--- src/rtl/ordered_key_value_table_assert.svh ---
// Assertion helpers for the ordered key/value table.
// Each check is sampled on the rising clock and is off while reset is low.
`ifndef ORDERED_KEY_VALUE_TABLE_ASSERT_SVH
`define ORDERED_KEY_VALUE_TABLE_ASSERT_SVH

// Property that holds on every clock edge.
`define OKVT_ASSERT(lbl, prop, msg) \
	lbl: assert property (@(posedge clk) disable iff (!arst_n) prop) else $error(msg);

// Condition in one cycle implies a property in the next.
`define OKVT_ASSERT_NEXT(lbl, pre, post, msg) \
	lbl: assert property (@(posedge clk) disable iff (!arst_n) pre |=> post) else $error(msg);

`endif

--- src/rtl/okvt_pkg.sv ---
`default_nettype none
package okvt_pkg;

	localparam logic [2:0] KIND_INSERT   = 3'd0;
	localparam logic [2:0] KIND_UPDATE   = 3'd1;
	localparam logic [2:0] KIND_UPSERT   = 3'd2;
	localparam logic [2:0] KIND_ERASE    = 3'd3;
	localparam logic [2:0] KIND_LOOKUP   = 3'd4;
	localparam logic [2:0] KIND_READ_POS = 3'd5;

	typedef struct packed {
		logic [2:0]  kind;
		logic [31:0] key;
		logic [31:0] value;
		logic [5:0]  position;
	} in_item_t;

	typedef struct packed {
		logic        ok;
		logic [31:0] out_key;
		logic [31:0] out_value;
		logic [6:0]  entry_count;
	} out_item_t;

	// broadcast from the sequencer to every cell
	typedef struct packed {
		logic cmp;
		logic rd_pos;
		logic append;
		logic update;
		logic erase;
	} okvt_cmd_t;

	// per-cell compare result, registered in the compare cycle
	typedef struct packed {
		logic match;
		logic pick;
	} okvt_stat_t;

endpackage
`default_nettype wire

--- src/rtl/okvt_cell.sv ---
`default_nettype none
module okvt_cell #(
	parameter int INDEX      = 0,
	parameter int IDX_W      = 6,
	parameter int CNT_W      = 7,
	parameter int KEY_BITS   = 32,
	parameter int VALUE_BITS = 32
) (
	input  wire                    clk,
	input  okvt_pkg::okvt_cmd_t    cmd,
	input  wire [KEY_BITS-1:0]     op_key,
	input  wire [VALUE_BITS-1:0]   op_value,
	input  wire [5:0]              op_pos,
	input  wire [CNT_W-1:0]        count,
	input  wire [IDX_W-1:0]        hit_idx,
	input  wire [KEY_BITS-1:0]     next_key,
	input  wire [VALUE_BITS-1:0]   next_value,
	output logic [KEY_BITS-1:0]    key,
	output logic [VALUE_BITS-1:0]  value,
	output okvt_pkg::okvt_stat_t   stat
);
	import okvt_pkg::*;

	logic [KEY_BITS-1:0]   key_q;
	logic [VALUE_BITS-1:0] value_q;
	okvt_stat_t            stat_s2;
	okvt_stat_t            stat_d;
	logic                  live;
	logic                  pos_hit;

	always_comb begin
		live         = CNT_W'(INDEX) < count;
		pos_hit      = live && (32'(op_pos) == 32'(INDEX));
		stat_d.match = live && (key_q == op_key);
		stat_d.pick  = cmd.rd_pos ? pos_hit : stat_d.match;
	end

	always_ff @(posedge clk) begin
		if (cmd.cmp) begin
			stat_s2 <= stat_d;
		end
	end

	// erase: every cell at or above the hit takes its upper neighbor
	always_ff @(posedge clk) begin
		if (cmd.erase && (IDX_W'(INDEX) >= hit_idx)) begin
			key_q   <= next_key;
			value_q <= next_value;
		end else if (cmd.append && (CNT_W'(INDEX) == count)) begin
			key_q   <= op_key;
			value_q <= op_value;
		end else if (cmd.update && stat_s2.match) begin
			value_q <= op_value;
		end
	end

	assign key   = key_q;
	assign value = value_q;
	assign stat  = stat_s2;

endmodule
`default_nettype wire

--- config.mk ---
export PLATFORM = sky130hd
export DESIGN_NAME = okvt_cell
export DESIGN_NICKNAME = d
export VERILOG_FILES = /design/src/rtl/ordered_key_value_table_assert.svh /design/src/rtl/okvt_pkg.sv /design/src/rtl/okvt_cell.sv
export SDC_FILE = /design/constraint.sdc
export NUM_CORES = 1
export LEC_CHECK = 0
export BUFFER_PORTS_ARGS = -buffer_cell sky130_fd_sc_hd__clkbuf_2
export CAP_MARGIN = 20
export CORE_AREA = 10 10 125 127
export DETAILED_ROUTE_END_ITERATION = 8
export DIE_AREA = 0 0 135 137
export GPL_ROUTABILITY_DRIVEN = 0
export PLACE_DENSITY = 0.55
export REMOVE_ABC_BUFFERS = 1
export SYNTH_ARGS = -nofsm -noshare
export SYNTH_HDL_FRONTEND = slang
export SYNTH_SLANG_ARGS = --single-unit
export TNS_END_PERCENT = 10
--- constraint.sdc ---
create_clock -name clk -period 3.2 [get_ports clk]
set_clock_uncertainty 0.1 [all_clocks]
set_input_delay 0.64 -clock clk [delete_from_list [all_inputs] [get_ports clk]]
set_output_delay 0.64 -clock clk [all_outputs]
set_load 0.1 [all_outputs]
# After elaboration in Yosys (flattened, before gate mapping)
# Cells that the tools add are included.
dict set report classes {
  add_sub_neg 0
  mul 0
  n_div 0
  order_cmp 2
  eq_ne 1
  shift 0
  n_mux 6
  n_bitwise 0
  reduce_logical 9
}
# operator n
set ops {}
lappend ops {{32-bit 2-to-1 mux} 5}
lappend ops {{32-bit == test} 1}
lappend ops {{7-bit zero test} 1}
lappend ops {{1-bit by 7-bit < comparator with 1-bit output (first input constant)} 1}
lappend ops {{1-bit by 6-bit >= comparator with 1-bit output (first input constant)} 1}
lappend ops {{6-bit zero test} 1}
lappend ops {{1-bit logical AND} 5}
lappend ops {{3-bit nonzero test} 1}
lappend ops {{2-bit nonzero test} 1}
lappend ops {{1-bit 2-to-1 mux} 1}
dict set report totals {
  ff_bits 66
  latchBits 0
  mem_bits_rw 0
  romBits 0
  in_bits 153
  out_inout_bits 66
  wordCells 22
  n_memories 0
}

# Logic depth before layout (Yosys ltp)
dict set report depth {
  depth_word 4
  ltp_mapped 6
  ltp_nobuf 5
}

# Least setup slack after synthesis
# No wires, ideal clock.
dict set report synth_timing {
  path_type {input to register}
  start {in count[2]}
  end {reg value_q[0], in the netlist value[0] (enable)}
  setup_time_ps 388
  arrival_ps 2970
  required_time_ps 2712
  setup_slack_ps -258
  path_stages 5
  path_buffers 0
  path_cell_list {or4_1 > nor4_2 > nand2_1 > nand2_1 > a21o_1}
}
dict set report synth_between {
  elab_chain_cells 3
}
# element line_no
set synth_lines {}
lappend synth_lines {{from (decl)} okvt_cell.sv:14} ;# input wire [CNT_W-1:0] count,
lappend synth_lines {{7-bit zero test} okvt_cell.sv:49} ;# end else if (cmd.append && (CNT_W'(INDEX) == count)) begin
lappend synth_lines {{1-bit logical AND} okvt_cell.sv:49}
lappend synth_lines {{3-bit nonzero test (no source line)} -}
lappend synth_lines {{to (signal assigned)} okvt_cell.sv:48} ;# value_q <= next_value;
lappend synth_lines {{to (signal assigned)} okvt_cell.sv:51} ;# value_q <= op_value;
lappend synth_lines {{to (signal assigned)} okvt_cell.sv:53} ;# value_q <= op_value;
lappend synth_lines {{to (decl)} okvt_cell.sv:25} ;# logic [VALUE_BITS-1:0] value_q;
# Every way passes these cells.
# A chain may end at the register's enable or synchronous reset.

# Final worst setup path
dict set report layout_timing {
  start {in count[2]}
  end {reg value_q[9], in the netlist value[9] (enable)}
}
# Same word-level chain as after synthesis.

==> metrics.yaml <==
outcome:
  status: "completed"
yosys:
  ys_ff_latch: 66
  yosys.cell_types.count: 29
  synth_simple_gate_area_frac: 0.0447
  synth_compound_area_frac: 0.0282
  synth_adder_area_share: 0
  syn_avg_cell_area_sq_um: 16.1
  synth_area_sq_mm: 0.00324
  muxShareOfSynthArea: 0.222
  ys.flop_type: "edfxtp_1"
  synthCells: 202
  synth_top_family_by_area: "multiplexers"
  ys_async_sr_fraction: 0
  synth.top_cell.area_share: 0.611
  ys_seq_area_frac: 0.611
  synth_top_area_cell: "edfxtp_1"
  synth_edf_count: 66
  netlist_top_cells_area: "edfxtp_1 (61%), mux2_2 (22%), xnor2_1 (4.6%), xor2_1 (1.9%), buf_6 (1.7%)"
  synth_xor_xnor_area_share: 0.0648
  synth_warnings: 0
placed_design:
  place_area_sq_mm: 0.00456
  port_buffers: 218
  dp_hpwl_um: 8610
cts:
  holdBufCountCts: 0
  cts.sinks: 66
  numCtsBuffers: 9
  clk_pin_slew_ns: 0.05
  postCtsSetupBuffers: 0
  cts_max_path_buffers: 2
  insertion_delay_ns: 0.33
  cts.repair.resized: 0
  htreeDepth: 3
  cts_tree: "built"
  cts_root_buffer: "clkbuf_16"
pwr:
  p_leak_nw: 2.10
  switching_share: 0.243
  comb_power_share: 0.145
  p_switching_mw: 0.515
  vdd_drop_max_mv: 0.232
  p_int_mw: 1.60
  clockPowerShare: 0.394
  power.density_mw_per_mm2: 440
  seqPwrFrac: 0.461
die:
  io_pins: 219
  start_util: 0.248
  fp.dieW_um: 135
  die_height_um: 137
  fp.coreArea_sq_mm: 0.0131
  rows: 42
  dieArea_sq_mm: 0.0185
setup_path:
  cpMostUsedCell: "nand2_1"
  startpoint_type: "primary input"
  slowest_delay_ns: 0.53
  path_cells: "clkbuf_2 > or4_1 > nor4_2 > nand2_1 > nand2_1 > a21o_1 > buf_12"
  endpoint_kind: "register"
  crit_buf_inv: 2
  critPathTopFamily: "simple AND/OR/NAND/NOR gates"
  critical_path_class: "in2reg"
  worst_path_max_delay_cell: "or4_1"
  cp.arrival_ns: 2.18
  crit_required_ns: 3.12
  crit_fanout: 32
run:
  drv_cap: 0
global_route:
  top_usage_layer: "met2"
  grt_max_degree: 33
  grt_pass1_wl_um: 15200
  overflow: 0
  use_met3: 0.0733
  grt_use_met2: 0.174
  grt_pass1_vias: 2917
  grt_antenna_before_repair: 0
  grt_util_met1: 0.106
  grt_usage: 0.107
timing:
  setup_viol: 0
  fmax_mhz: 443
  fin_tns_setup_ns: 0
  tightest_slew_ns: 0.585
  rsz0062_at_grt: "false"
  period_needed_ns: 2.26
  hold_viol: 0
  finalCritPeriodShare: 0.706
  drv_slew: 0
  max_slew_margin: 0.612
final_layout:
  layout_commonest_cell: "clkbuf_2"
  n_antenna_cell: 0
  synthToLayoutAreaGrowth_pct: 48.4
  most-common-layout-cells: "clkbuf_2 (218), edfxtp_1 (66), mux2_2 (64)"
  finish.instance_area_sq_mm: 0.00481
  layout-drive-gt1-share: 0.694
  nets: 583
route:
  drt_wl_total_um: 10200
  vias_per_cell: 4.14
  drc: 0
  drt_first_pass_iters: 4
  ant_nets: 0
  dr_total_vias: 2532
  wire_per_inst_um: 16.6
  dr.first_iter.drc_count: 90
min_path:
  hp-class: "in2reg"
==> through the flow <==
step	util	hold WS [ns]	setup WS [ns]	cells	power, mW
finish	0.368	0.441	0.941	611	2.12
global route	0.368	0.432	0.775	611	2.21
CTS	0.368	0.424	0.954	611	2.16
detailed placement	0.349	0.706	0.589	595	1.31
global placement	0.349	0.704	0.625	595	1.30
floorplan	-	0.652	-1.97	195	1.17
==> worst reg2reg max path, cell delays in order, from the launching register on <==
cell	delay [ns]
edfxtp_1	0.42
xnor2_1	0.17
nand4_1	0.13
nor3_1	0.31
nand4_1	0.19
nor4_1	0.29
==> final timing paths <==
check                                        from                 end  slack (ns)  cells past startpoint
worst max-delay path                     count[2]  value[9]$_DFFE_PP_        0.94                      7
worst min-delay path                       cmd[4]   stat[0]$_DFFE_PP_        0.44                      1
worst max register to register  key[14]$_DFFE_PP_   stat[1]$_DFFE_PP_        1.41                      5
worst min register to register  key[29]$_DFFE_PP_   stat[1]$_DFFE_PP_        0.73                      3
==> final cells by class <==
cell class / instances / area (sq um)
well taps: 176 / 220
inverters: 8 / 30.0
clock buffers: 10 / 229
clock inverters: 6 / 23.8
repair buffers: 224 / 1150
flip-flops and latches: 66 / 1980
multi-input cells: 121 / 1180
fillers: 1291 / 8270
==> flip-flops by register name, summed over array words and instances (netlist names) <==
signal  cells
key        32
value      32
stat        2
==> per-layer routing <==
metal,up-vias,share of wire,routed length [um]
met1,1145,0.37,3750
met2,136,0.48,4890
met3,11,0.13,1370
met5,-,0,0
li1,1240,-,-
met4,0,0.014,145
==> power groups by stage <==
| stage | Sequential (mW) | Clock, mW | Combinational, mW |
|---|---|---|---|
| final | 0.978 | 0.836 | 0.307 |
| after global routing | 0.979 | 0.901 | 0.329 |
| after CTS | 0.978 | 0.867 | 0.312 |
| after detailed placement | 0.995 | 0 | 0.311 |
| after global placement | 0.995 | 0 | 0.307 |
| after floorplan | 1.10 | 0 | 0.0699 |
==> synth_stat cells, types with 2 or more instances <==
| cell | instances |
|---|---|
| inv_1 | 8 |
| mux2_2 | 64 |
| buf_6 | 5 |
| nor2_1 | 3 |
| edfxtp_1 | 66 |
| or4_1 | 2 |
| o22ai_1 | 2 |
| nand2_1 | 2 |
| nor3_1 | 2 |
| nor4_1 | 3 |
| xor2_1 | 7 |
| xnor2_1 | 17 |
| nand4_1 | 5 |
==> kinds of logic (layout without fill, tap and decap cells) <==
group	Yosys count	in the layout
and+or+nand+nor	23	23
AOI/OAI and AO/OA	10	10
xor gates and xnor gates	24	24
buffers and inverters	15	248
muxes	64	64
DFF	66	66
No activity file was read; power rests on OpenSTA's default activity.
